<file path="config.mk">
export PLATFORM = sky130hd
export DESIGN_NAME = bounded_ordered_list_engine
export DESIGN_NICKNAME = d
export VERILOG_FILES = /design/src/hw/rtl/bole_pkg.sv /design/src/hw/rtl/bole_ram.sv /design/src/hw/rtl/bole_dp.sv /design/src/hw/rtl/bole_ctrl.sv /design/src/hw/rtl/bounded_ordered_list_engine.sv
export SDC_FILE = /design/constraint.sdc
export NUM_CORES = 1
export LEC_CHECK = 0
export ABC_AREA = 1
export BUFFER_PORTS_ARGS = -buffer_cell sky130_fd_sc_hd__buf_2
export CORE_MARGIN = 1
export CORE_UTILIZATION = 26
export DETAILED_ROUTE_END_ITERATION = 8
export GPL_ROUTABILITY_DRIVEN = 1
export PLACE_DENSITY = 0.48
export SLEW_MARGIN = 10
export SYNTH_ARGS = -nofsm -noshare
export SYNTH_HDL_FRONTEND = slang
export SYNTH_SLANG_ARGS = --single-unit
</file>
<file path="constraint.sdc">
create_clock -name i_clk -period 12.8 [get_ports i_clk]
set_input_delay 0.64 -clock i_clk [delete_from_list [all_inputs] [get_ports i_clk]]
set_output_delay 0.64 -clock i_clk [all_outputs]
set_load 0.01 [all_outputs]
</file>
<file path="src/hw/rtl/bole_pkg.sv">
// ----------------------------------------------------------------------------
// Bounded ordered list package
// Request and result words, request and status codes, and the command and
// status groups that pass between the list controller and its datapath.
// ----------------------------------------------------------------------------
package bole_pkg;

    typedef enum logic [2:0] {
        REQ_INS_TAIL = 3'd0,
        REQ_INS_HEAD = 3'd1,
        REQ_INS_POS  = 3'd2,
        REQ_DEL_VAL  = 3'd3,
        REQ_DEL_HEAD = 3'd4,
        REQ_DEL_TAIL = 3'd5,
        REQ_DEL_POS  = 3'd6,
        REQ_READ_POS = 3'd7
    } t_req_type;

    typedef enum logic [2:0] {
        ST_OK       = 3'd0,
        ST_EMPTY    = 3'd1,
        ST_BADPOS   = 3'd2,
        ST_NOTFOUND = 3'd3,
        ST_FULL     = 3'd4
    } t_status;

    typedef enum logic [2:0] {
        OP_NONE = 3'd0,
        OP_INS  = 3'd1,
        OP_DEL  = 3'd2,
        OP_FIND = 3'd3,
        OP_READ = 3'd4
    } t_op;

    typedef struct packed {
        t_req_type          req_type;
        logic signed [31:0] item_value;
        logic [7:0]         position;
    } t_request;

    typedef struct packed {
        t_status            status;
        logic signed [31:0] data_out;
        logic [4:0]         entry_count;
        logic               is_empty;
        logic signed [31:0] head_value;
        logic signed [31:0] tail_value;
    } t_result;

    typedef struct packed {
        logic load;
        logic ins;
        logic del;
        logic find;
        logic rd;
        logic snap0;
        logic snap1;
        logic finish;
    } t_cmd;

    typedef struct packed {
        t_op  op;
        logic step_done;
        logic found;
    } t_stat;

endpackage

</file>
<file path="src/hw/rtl/bole_ram.sv">
// ----------------------------------------------------------------------------
// Generic RAM
// One write port and one read port, read data registered.
// ----------------------------------------------------------------------------
module bole_ram #(
    parameter int WIDTH = 32,
    parameter int DEPTH = 16,
    parameter int AW    = (DEPTH > 1) ? $clog2(DEPTH) : 1
) (
    input  logic             i_clk,
    input  logic             i_we,
    input  logic [AW-1:0]    i_waddr,
    input  logic [WIDTH-1:0] i_wdata,
    input  logic [AW-1:0]    i_raddr,
    output logic [WIDTH-1:0] o_rdata
);

    logic [WIDTH-1:0] r_mem [DEPTH];
    logic [WIDTH-1:0] r_rdata;

    always_ff @(posedge i_clk) begin
        if (i_we) begin
            r_mem[i_waddr] <= i_wdata;
        end
        r_rdata <= r_mem[i_raddr];
    end

    assign o_rdata = r_rdata;

endmodule

</file>
<file path="src/hw/rtl/bole_dp.sv">
// ----------------------------------------------------------------------------
// Bounded ordered list datapath
// Request checks, entry store, shift and search cursor, and result register.
// ----------------------------------------------------------------------------
module bole_dp import bole_pkg::*; #(
    parameter int CAPACITY = 16
) (
    input  logic     i_clk,
    input  logic     i_rst_n,
    input  t_request i_req,
    input  t_cmd     i_cmd,
    output t_stat    o_stat,
    output logic     o_done,
    output t_result  o_result
);

    localparam int AW = (CAPACITY > 1) ? $clog2(CAPACITY) : 1;
    localparam int CW = $clog2(CAPACITY + 1);

    logic [CW-1:0]      r_count;
    logic               r_done;
    logic               r_pend;
    logic               r_pfirst;
    logic [CW-1:0]      r_cur;
    logic [AW-1:0]      r_at;
    logic [AW-1:0]      r_waddr;
    logic [31:0]        r_val;
    t_status            r_status;
    logic [31:0]        r_data;
    logic [31:0]        r_head;
    t_result            r_result;

    logic [CW-1:0]      n_count;
    logic               n_done;
    logic               n_pend;

    logic [8:0]         pos9;
    logic [8:0]         cnt9;
    logic               full;
    logic               empty;
    logic               ins_bad;
    logic               acc_bad;
    logic [AW-1:0]      pos_idx;
    logic [AW-1:0]      cnt_idx;
    logic [AW-1:0]      last_idx;
    t_op                l_op;
    t_status            l_status;
    logic [AW-1:0]      l_at;

    logic [CW-1:0]      cur_at;
    logic               ins_issue;
    logic               ins_done;
    logic               scan_issue;
    logic               scan_done;
    logic               match;

    logic               ram_we;
    logic [AW-1:0]      ram_waddr;
    logic [31:0]        ram_wdata;
    logic [AW-1:0]      ram_raddr;
    logic [31:0]        ram_rdata;

    // Request checks against the current count.
    assign pos9     = {1'b0, i_req.position};
    assign cnt9     = 9'(r_count);
    assign full     = (r_count == CW'(CAPACITY));
    assign empty    = (r_count == '0);
    assign ins_bad  = (pos9 == 9'd0) || (pos9 > (cnt9 + 9'd1));
    assign acc_bad  = (pos9 == 9'd0) || (pos9 > cnt9);
    assign pos_idx  = AW'(i_req.position - 8'd1);
    assign cnt_idx  = AW'(r_count);
    assign last_idx = AW'(r_count - CW'(1));

    always_comb begin
        l_op     = OP_NONE;
        l_status = ST_OK;
        l_at     = '0;
        case (i_req.req_type)
            REQ_INS_TAIL: begin
                if (full) begin
                    l_status = ST_FULL;
                end else begin
                    l_op = OP_INS;
                    l_at = cnt_idx;
                end
            end
            REQ_INS_HEAD: begin
                if (full) begin
                    l_status = ST_FULL;
                end else begin
                    l_op = OP_INS;
                end
            end
            REQ_INS_POS: begin
                if (ins_bad) begin
                    l_status = ST_BADPOS;
                end else if (full) begin
                    l_status = ST_FULL;
                end else begin
                    l_op = OP_INS;
                    l_at = pos_idx;
                end
            end
            REQ_DEL_VAL: begin
                if (empty) begin
                    l_status = ST_EMPTY;
                end else begin
                    l_op = OP_FIND;
                end
            end
            REQ_DEL_HEAD: begin
                if (empty) begin
                    l_status = ST_EMPTY;
                end else begin
                    l_op = OP_DEL;
                end
            end
            REQ_DEL_TAIL: begin
                if (empty) begin
                    l_status = ST_EMPTY;
                end else begin
                    l_op = OP_DEL;
                    l_at = last_idx;
                end
            end
            REQ_DEL_POS, REQ_READ_POS: begin
                if (empty) begin
                    l_status = ST_EMPTY;
                end else if (acc_bad) begin
                    l_status = ST_BADPOS;
                end else begin
                    l_op = (i_req.req_type == REQ_DEL_POS) ? OP_DEL : OP_READ;
                    l_at = pos_idx;
                end
            end
            default: begin
                l_op = OP_NONE;
            end
        endcase
    end

    // Cursor conditions. Reads are pipelined one ahead of the writes they feed.
    assign cur_at     = CW'(r_at);
    assign ins_issue  = (r_cur > cur_at);
    assign ins_done   = (r_cur == cur_at) && !r_pend;
    assign scan_issue = (r_cur < r_count);
    assign scan_done  = !scan_issue && !r_pend;
    assign match      = r_pend && (ram_rdata == r_val);

    always_comb begin
        o_stat.op        = l_op;
        o_stat.found     = i_cmd.find && match;
        o_stat.step_done = 1'b0;
        if (i_cmd.ins) begin
            o_stat.step_done = ins_done;
        end else if (i_cmd.del || i_cmd.find) begin
            o_stat.step_done = scan_done;
        end else if (i_cmd.rd) begin
            o_stat.step_done = r_pend;
        end
    end

    always_comb begin
        ram_we    = 1'b0;
        ram_waddr = r_waddr;
        ram_wdata = ram_rdata;
        ram_raddr = '0;
        if (i_cmd.ins) begin
            ram_raddr = AW'(r_cur - CW'(1));
            if (r_pend) begin
                ram_we = 1'b1;
            end else if (ins_done) begin
                ram_we    = 1'b1;
                ram_waddr = r_at;
                ram_wdata = r_val;
            end
        end else if (i_cmd.del) begin
            ram_raddr = AW'(r_cur);
            // The first word read is the removed entry, not a shift.
            ram_we    = r_pend && !r_pfirst;
        end else if (i_cmd.find) begin
            ram_raddr = AW'(r_cur);
        end else if (i_cmd.rd) begin
            ram_raddr = r_at;
        end else if (i_cmd.snap0) begin
            // The head entry always sits at index zero.
            ram_raddr = '0;
        end else if (i_cmd.snap1) begin
            ram_raddr = last_idx;
        end
    end

    bole_ram #(
        .WIDTH (32),
        .DEPTH (CAPACITY)
    ) u_ram (
        .i_clk   (i_clk),
        .i_we    (ram_we),
        .i_waddr (ram_waddr),
        .i_wdata (ram_wdata),
        .i_raddr (ram_raddr),
        .o_rdata (ram_rdata)
    );

    always_comb begin
        n_count = r_count;
        n_pend  = r_pend;
        n_done  = i_cmd.finish;
        if (i_cmd.load) begin
            n_pend = 1'b0;
        end else if (i_cmd.ins) begin
            n_pend = ins_issue;
            if (ins_done) begin
                n_count = r_count + CW'(1);
            end
        end else if (i_cmd.del) begin
            n_pend = scan_issue;
            if (scan_done) begin
                n_count = r_count - CW'(1);
            end
        end else if (i_cmd.find) begin
            n_pend = match ? 1'b0 : scan_issue;
        end else if (i_cmd.rd) begin
            n_pend = 1'b1;
        end
    end

    always_ff @(posedge i_clk) begin
        if (!i_rst_n) begin
            r_count <= '0;
            r_pend  <= 1'b0;
            r_done  <= 1'b0;
        end else begin
            r_count <= n_count;
            r_pend  <= n_pend;
            r_done  <= n_done;
        end
    end

    always_ff @(posedge i_clk) begin
        if (i_cmd.load) begin
            r_val    <= i_req.item_value;
            r_at     <= l_at;
            r_status <= l_status;
            r_data   <= '0;
            case (l_op)
                OP_INS:  r_cur <= r_count;
                OP_FIND: r_cur <= '0;
                default: r_cur <= CW'(l_at);
            endcase
        end else if (i_cmd.ins) begin
            if (ins_issue) begin
                r_cur   <= r_cur - CW'(1);
                r_waddr <= AW'(r_cur);
            end
        end else if (i_cmd.del) begin
            if (scan_issue) begin
                r_cur    <= r_cur + CW'(1);
                r_waddr  <= AW'(r_cur - CW'(1));
                r_pfirst <= (r_cur == cur_at);
            end
            if (r_pend && r_pfirst) begin
                r_data <= ram_rdata;
            end
        end else if (i_cmd.find) begin
            if (match) begin
                // Restart at the matching entry as a delete at that index.
                r_at  <= r_waddr;
                r_cur <= CW'(r_waddr);
            end else begin
                if (scan_issue) begin
                    r_cur   <= r_cur + CW'(1);
                    r_waddr <= AW'(r_cur);
                end
                if (scan_done) begin
                    r_status <= ST_NOTFOUND;
                end
            end
        end else if (i_cmd.rd) begin
            if (r_pend) begin
                r_data <= ram_rdata;
            end
        end else if (i_cmd.snap1) begin
            r_head <= ram_rdata;
        end
        if (i_cmd.finish) begin
            r_result.status      <= r_status;
            r_result.data_out    <= r_data;
            r_result.entry_count <= 5'(r_count);
            r_result.is_empty    <= empty;
            r_result.head_value  <= empty ? '0 : r_head;
            r_result.tail_value  <= empty ? '0 : ram_rdata;
        end
    end

    assign o_done   = r_done;
    assign o_result = r_result;

endmodule

</file>
<file path="src/hw/rtl/bole_ctrl.sv">
// ----------------------------------------------------------------------------
// Bounded ordered list controller
// Sequences one request: check, shift or search, head and tail read, result.
// ----------------------------------------------------------------------------
module bole_ctrl import bole_pkg::*; (
    input  logic  i_clk,
    input  logic  i_rst_n,
    input  logic  i_start,
    input  t_stat i_stat,
    output t_cmd  o_cmd,
    output logic  o_busy
);

    typedef enum logic [7:0] {
        S_IDLE  = 8'b0000_0001,
        S_INS   = 8'b0000_0010,
        S_DEL   = 8'b0000_0100,
        S_FIND  = 8'b0000_1000,
        S_RD    = 8'b0001_0000,
        S_SNAP0 = 8'b0010_0000,
        S_SNAP1 = 8'b0100_0000,
        S_SNAP2 = 8'b1000_0000
    } t_state;

    t_state r_state;
    t_state n_state;

    always_comb begin
        n_state = r_state;
        case (r_state)
            S_IDLE: begin
                if (i_start) begin
                    case (i_stat.op)
                        OP_INS:  n_state = S_INS;
                        OP_DEL:  n_state = S_DEL;
                        OP_FIND: n_state = S_FIND;
                        OP_READ: n_state = S_RD;
                        default: n_state = S_SNAP0;
                    endcase
                end
            end
            S_INS, S_DEL, S_RD: begin
                if (i_stat.step_done) begin
                    n_state = S_SNAP0;
                end
            end
            S_FIND: begin
                if (i_stat.found) begin
                    n_state = S_DEL;
                end else if (i_stat.step_done) begin
                    n_state = S_SNAP0;
                end
            end
            S_SNAP0: n_state = S_SNAP1;
            S_SNAP1: n_state = S_SNAP2;
            S_SNAP2: n_state = S_IDLE;
            default: n_state = S_IDLE;
        endcase
    end

    always_ff @(posedge i_clk) begin
        if (!i_rst_n) begin
            r_state <= S_IDLE;
        end else begin
            r_state <= n_state;
        end
    end

    assign o_busy       = (r_state != S_IDLE);
    assign o_cmd.load   = (r_state == S_IDLE) && i_start;
    assign o_cmd.ins    = (r_state == S_INS);
    assign o_cmd.del    = (r_state == S_DEL);
    assign o_cmd.find   = (r_state == S_FIND);
    assign o_cmd.rd     = (r_state == S_RD);
    assign o_cmd.snap0  = (r_state == S_SNAP0);
    assign o_cmd.snap1  = (r_state == S_SNAP1);
    assign o_cmd.finish = (r_state == S_SNAP2);

endmodule

</file>
<file path="src/hw/rtl/bounded_ordered_list_engine.sv">
// ----------------------------------------------------------------------------
// Bounded ordered list engine
// Keeps up to CAPACITY signed 32-bit entries in order and serves one insert,
// delete or read request at a time, answering each with one result word.
// ----------------------------------------------------------------------------
// A request word is taken when start is high and busy is low; busy stays high
// until the result word has been registered, and the result is shown for one
// cycle with o_done, which the receiver must take as it comes. A rejected
// request goes straight to the head and tail read. An insert at index k
// shifts the entries from k on up and a delete at k shifts those after k
// down, one entry per cycle through the single write port of the entry RAM;
// an append shifts nothing. A delete by value scans from the head and on a
// match deletes at that index; a read fetches one entry. Each request ends
// in S_SNAP0, S_SNAP1 and S_SNAP2, reading the head and tail entries back
// from the RAM. A new request can be taken in the cycle the result is shown.
module bounded_ordered_list_engine import bole_pkg::*; #(
    parameter int CAPACITY = 16
) (
    input  logic     i_clk,
    input  logic     i_rst_n,
    input  logic     start,
    input  t_request i_req,
    output logic     busy,
    output logic     o_done,
    output t_result  o_result
);

    t_cmd  cmd;
    t_stat stat;

    bole_ctrl u_ctrl (
        .i_clk   (i_clk),
        .i_rst_n (i_rst_n),
        .i_start (start),
        .i_stat  (stat),
        .o_cmd   (cmd),
        .o_busy  (busy)
    );

    bole_dp #(
        .CAPACITY (CAPACITY)
    ) u_dp (
        .i_clk    (i_clk),
        .i_rst_n  (i_rst_n),
        .i_req    (i_req),
        .i_cmd    (cmd),
        .o_stat   (stat),
        .o_done   (o_done),
        .o_result (o_result)
    );

endmodule
</file>
==> impl_metrics.ini <==
[status]
status = finished clean

[placed_design]
post-place-ws_ns = 8.17
dpl.hpwl_um = 54000
io_buffers = 152
gp_congestion = 0.827
dp.cells = 4759

[sta]
worst_slew_pin_slew_ns = 1.14
grt_setup_unrepaired = no
slew_viol_final = 0
slew_headroom = 0.235
max_freq_mhz = 216
finalHoldViolations = 0
fin_setup_tns_ns = 0
fin_crit_ns = 4.64
finalClockSkew_ns = 0.0314
timing.final.ws_setup_ns = 8.16
finalCritPeriodShare = 0.362
finalSetupViolCount = 0

[critical_path]
crit_chain = ha_1, nand2_1, inv_1, nand4_1, inv_1, nand3_2, buf_4, inv_2, or2_2, o21ai_1, nand2_1, nor2_4, buf_4
r2r-start = u_dp.r_cur[2]$_DFFE_PP_
crit_end = u_dp.u_ram.r_mem[2][0]$_DFFE_PP_
r2r_cells = 13
slowest_delay_ns = 0.54
cp_top_family = simple AND/OR/NAND/NOR gates
path_buf_inv = 5
cp.arrival_ns = 4.91
worstPathMaxFanout = 42
crit_slowest_cell = nor2_4
worstSetupPathType = reg -> reg
cp-start-kind = flop
r2r-end = u_dp.u_ram.r_mem[2][0]$_DFFE_PP_
timing.reg2reg.setup_slack_ns = 8.16
timing.critical_path.from = u_dp.r_cur[2]$_DFFE_PP_
cp_num_cells = 13
worst_ep_required_time_ns = 13.07
cp-end-kind = flop

[pwr]
p_sw_mw = 1.43
pwr-share-clk = 0.408
power_density_nw_per_um2 = 151
p_seq_frac = 0.507
combPwrFrac = 0.086
p_leak_nw = 15.0
max-vdd-ir-drop_mv = 0.0942
power.internal_mw = 4.35
switching_share = 0.248

[clock_tree]
cts.sinks = 777
cts_hold_buf = 0
clk_path_buf_depth = 3
clk_latency_ns = 0.64
cts_resized = 0
cts.reportedPaths.clkPinSlew_ns = 0.06
cts_tree = done
post_cts_buffers = 0
numCtsBuffers = 81
cts_root_buf = clkbuf_16
h-tree-depth = 3

[global_routing]
grtUsageTotal = 0.137
antenna_found_initial = 4
grt_max_degree = 145
grt_first_pass_wirelength_um = 136000
gr-total-overflow = 0
grt_pass1_vias = 20681

[floorplan]
io_pins = 153
die-area_sq_um = 129000
rows = 130
initial_core_util = 0.263
fp.coreArea_sq_um = 126000
die_height_um = 359
die_x_um = 359

[routing]
via_per_inst = 4.44
drc_errors = 0
ant_nets = 0
wire_per_inst_um = 18.3
wirelength_um = 90000
dr.pass1.iters = 5
vias = 21792
drt-initial-drc-count = 1852

[yosys]
synthCells = 3071
yosys_warnings = 0
yosysTopAreaCell = edfxtp_1
yosys-top-cells-area = edfxtp_1, nand2_1, nand3_1
ys_ff_latch = 777
ys_types = 44
yosysTopAreaCellShare = 0.632
syn_avg_cell_area_sq_um = 10.8
ys_seq_area_frac = 0.680
synth_area_sq_um = 33200
syn-num-nets = 3141

[cells_and_area]
nNetsFinal = 3262
instances_no_fill = 4911
n_fill_cell = 12850
area_growth_pct = 15.8
post-route-util = 0.305
final_layout_size_suffix_gt1_frac = 0.115

[hold_path]
hp-class = in -> reg

[job]
drv_cap = 0
-- worst min-delay path by stage --
stage                     slack [ns]  cells past startpoint                           start                            to
final                           0.16                      1                       i_req[31]      u_dp.r_val[23]$_DFFE_PP_
after global routing            0.13                      1                       i_req[19]      u_dp.r_val[11]$_DFFE_PP_
after CTS                       0.11                      1                       i_req[31]      u_dp.r_val[23]$_DFFE_PP_
after detailed placement        0.41                      0  u_dp.r_status[0]$_SDFFCE_PN1P_  u_dp.o_result[102]$_DFFE_PP_
after global placement          0.41                      0  u_dp.r_status[2]$_SDFFCE_PN0P_  u_dp.o_result[104]$_DFFE_PP_
after floorplan                 0.40                      0  u_dp.r_status[0]$_SDFFCE_PN1P_  u_dp.o_result[102]$_DFFE_PP_
-- state kept, by name (all words and copies together), names as in the netlist --
signal and cells:
u_dp.u_ram.r_mem 512, u_dp.o_result 105, u_dp.r_data 32, u_dp.r_head 32, u_dp.r_val 32, u_dp.u_ram.o_rdata 32
u_ctrl.r_state 8, u_dp.r_count 5, u_dp.r_cur 5, u_dp.r_at 4, u_dp.r_waddr 4, u_dp.r_status 3
u_dp.o_done 1, u_dp.r_pend 1, u_dp.r_pfirst 1
-- cells in the mapped netlist (all sizes together) --
cell / number
edfxtp: 698
o221ai: 1
ha: 24
nand2: 816
a22oi: 2
or2: 4
nor3: 12
o211ai: 5
buf: 114
o21ai: 92
and3: 1
xnor2: 14
clkbuf: 47
nand4: 12
nor4: 2
o2111ai: 1
xor2: 12
nand3b: 98
nand3: 527
nor2: 81
clkinv: 4
a211oi: 2
a41oi: 1
a31oi: 3
mux2i: 1
a21boi: 1
nor3b: 1
o22ai: 1
dfxtp: 79
a21oi: 49
inv: 365
o21bai: 1
-- power groups by stage --
stage	combinational, mW	clock, mW	sequential [mW]
floorplan	0.314	0	2.95
global placement	0.499	0	2.99
detailed placement	0.498	0	2.99
CTS	0.500	2.42	2.93
global route	0.556	2.51	2.94
finish	0.495	2.36	2.93
-- logic make-up after synthesis --
family / Yosys count / synth area share
mux: 1 / 0.000302
buf+inv: 530 / 0.0670
simple gates: 1554 / 0.211
compound gates: 159 / 0.0257
xor+xnor: 26 / 0.00687
flops: 777 / 0.680
fa+ha+maj: 24 / 0.00905
-- metrics by stage --
| step | hold slack, ns | area (sq um) | total power [mW] |
|---|---|---|---|
| after floorplan | 0.400 | 33200 | 3.26 |
| after global placement | 0.409 | 35700 | 3.49 |
| after detailed placement | 0.415 | 35700 | 3.48 |
| after CTS | 0.114 | 38400 | 5.85 |
| after global routing | 0.129 | 38400 | 6.01 |
| final | 0.158 | 38400 | 5.79 |
-- layout by cell type, fill, tap and decap left out, types with 13 or more instances in the layout --
| cell type | n |
|---|---|
| nor2_1 | 59 |
| nand3_1 | 522 |
| clkbuf_1 | 21 |
| a21oi_1 | 49 |
| dfxtp_1 | 79 |
| nor2_4 | 17 |
| edfxtp_1 | 698 |
| clkinv_2 | 13 |
| inv_1 | 355 |
| nand2_1 | 807 |
| buf_4 | 46 |
| ha_1 | 24 |
| xnor2_1 | 14 |
| o21ai_0 | 84 |
| nand3b_1 | 98 |
| clkbuf_16 | 83 |
| buf_2 | 152 |
-- layout make-up --
class                   count  area (sq um)  share of cell area
clock inverters            35           387              0.0101
clock buffers             113          2280              0.0594
diodes                      4          10.0            0.000261
multi-input cells        1764          8590               0.224
inverters                 369          1390              0.0361
well taps                1650          2060              0.0538
flip-flops and latches    777         22500               0.587
repair buffers            199          1130              0.0293
-- worst register-to-register path, cell delays in order, from the launching register on --
cell and delay, ns:
edfxtp_1 0.52, ha_1 0.33, nand2_1 0.07, inv_1 0.06, nand4_1 0.10, inv_1 0.09
nand3_2 0.19, buf_4 0.47, inv_2 0.44, or2_2 0.40, o21ai_1 0.19, nand2_1 0.34
nor2_4 0.55, buf_4 0.46
-- per-layer routing --
metal,track usage,up-vias,share of wire
li1,-,10617,-
met1,0.196,10464,0.47
met2,0.213,598,0.45
met3,0.0211,107,0.053
met4,0.0422,6,0.021
met5,0,-,0.00058
Note: power is estimated with default switching activity, not from simulation.
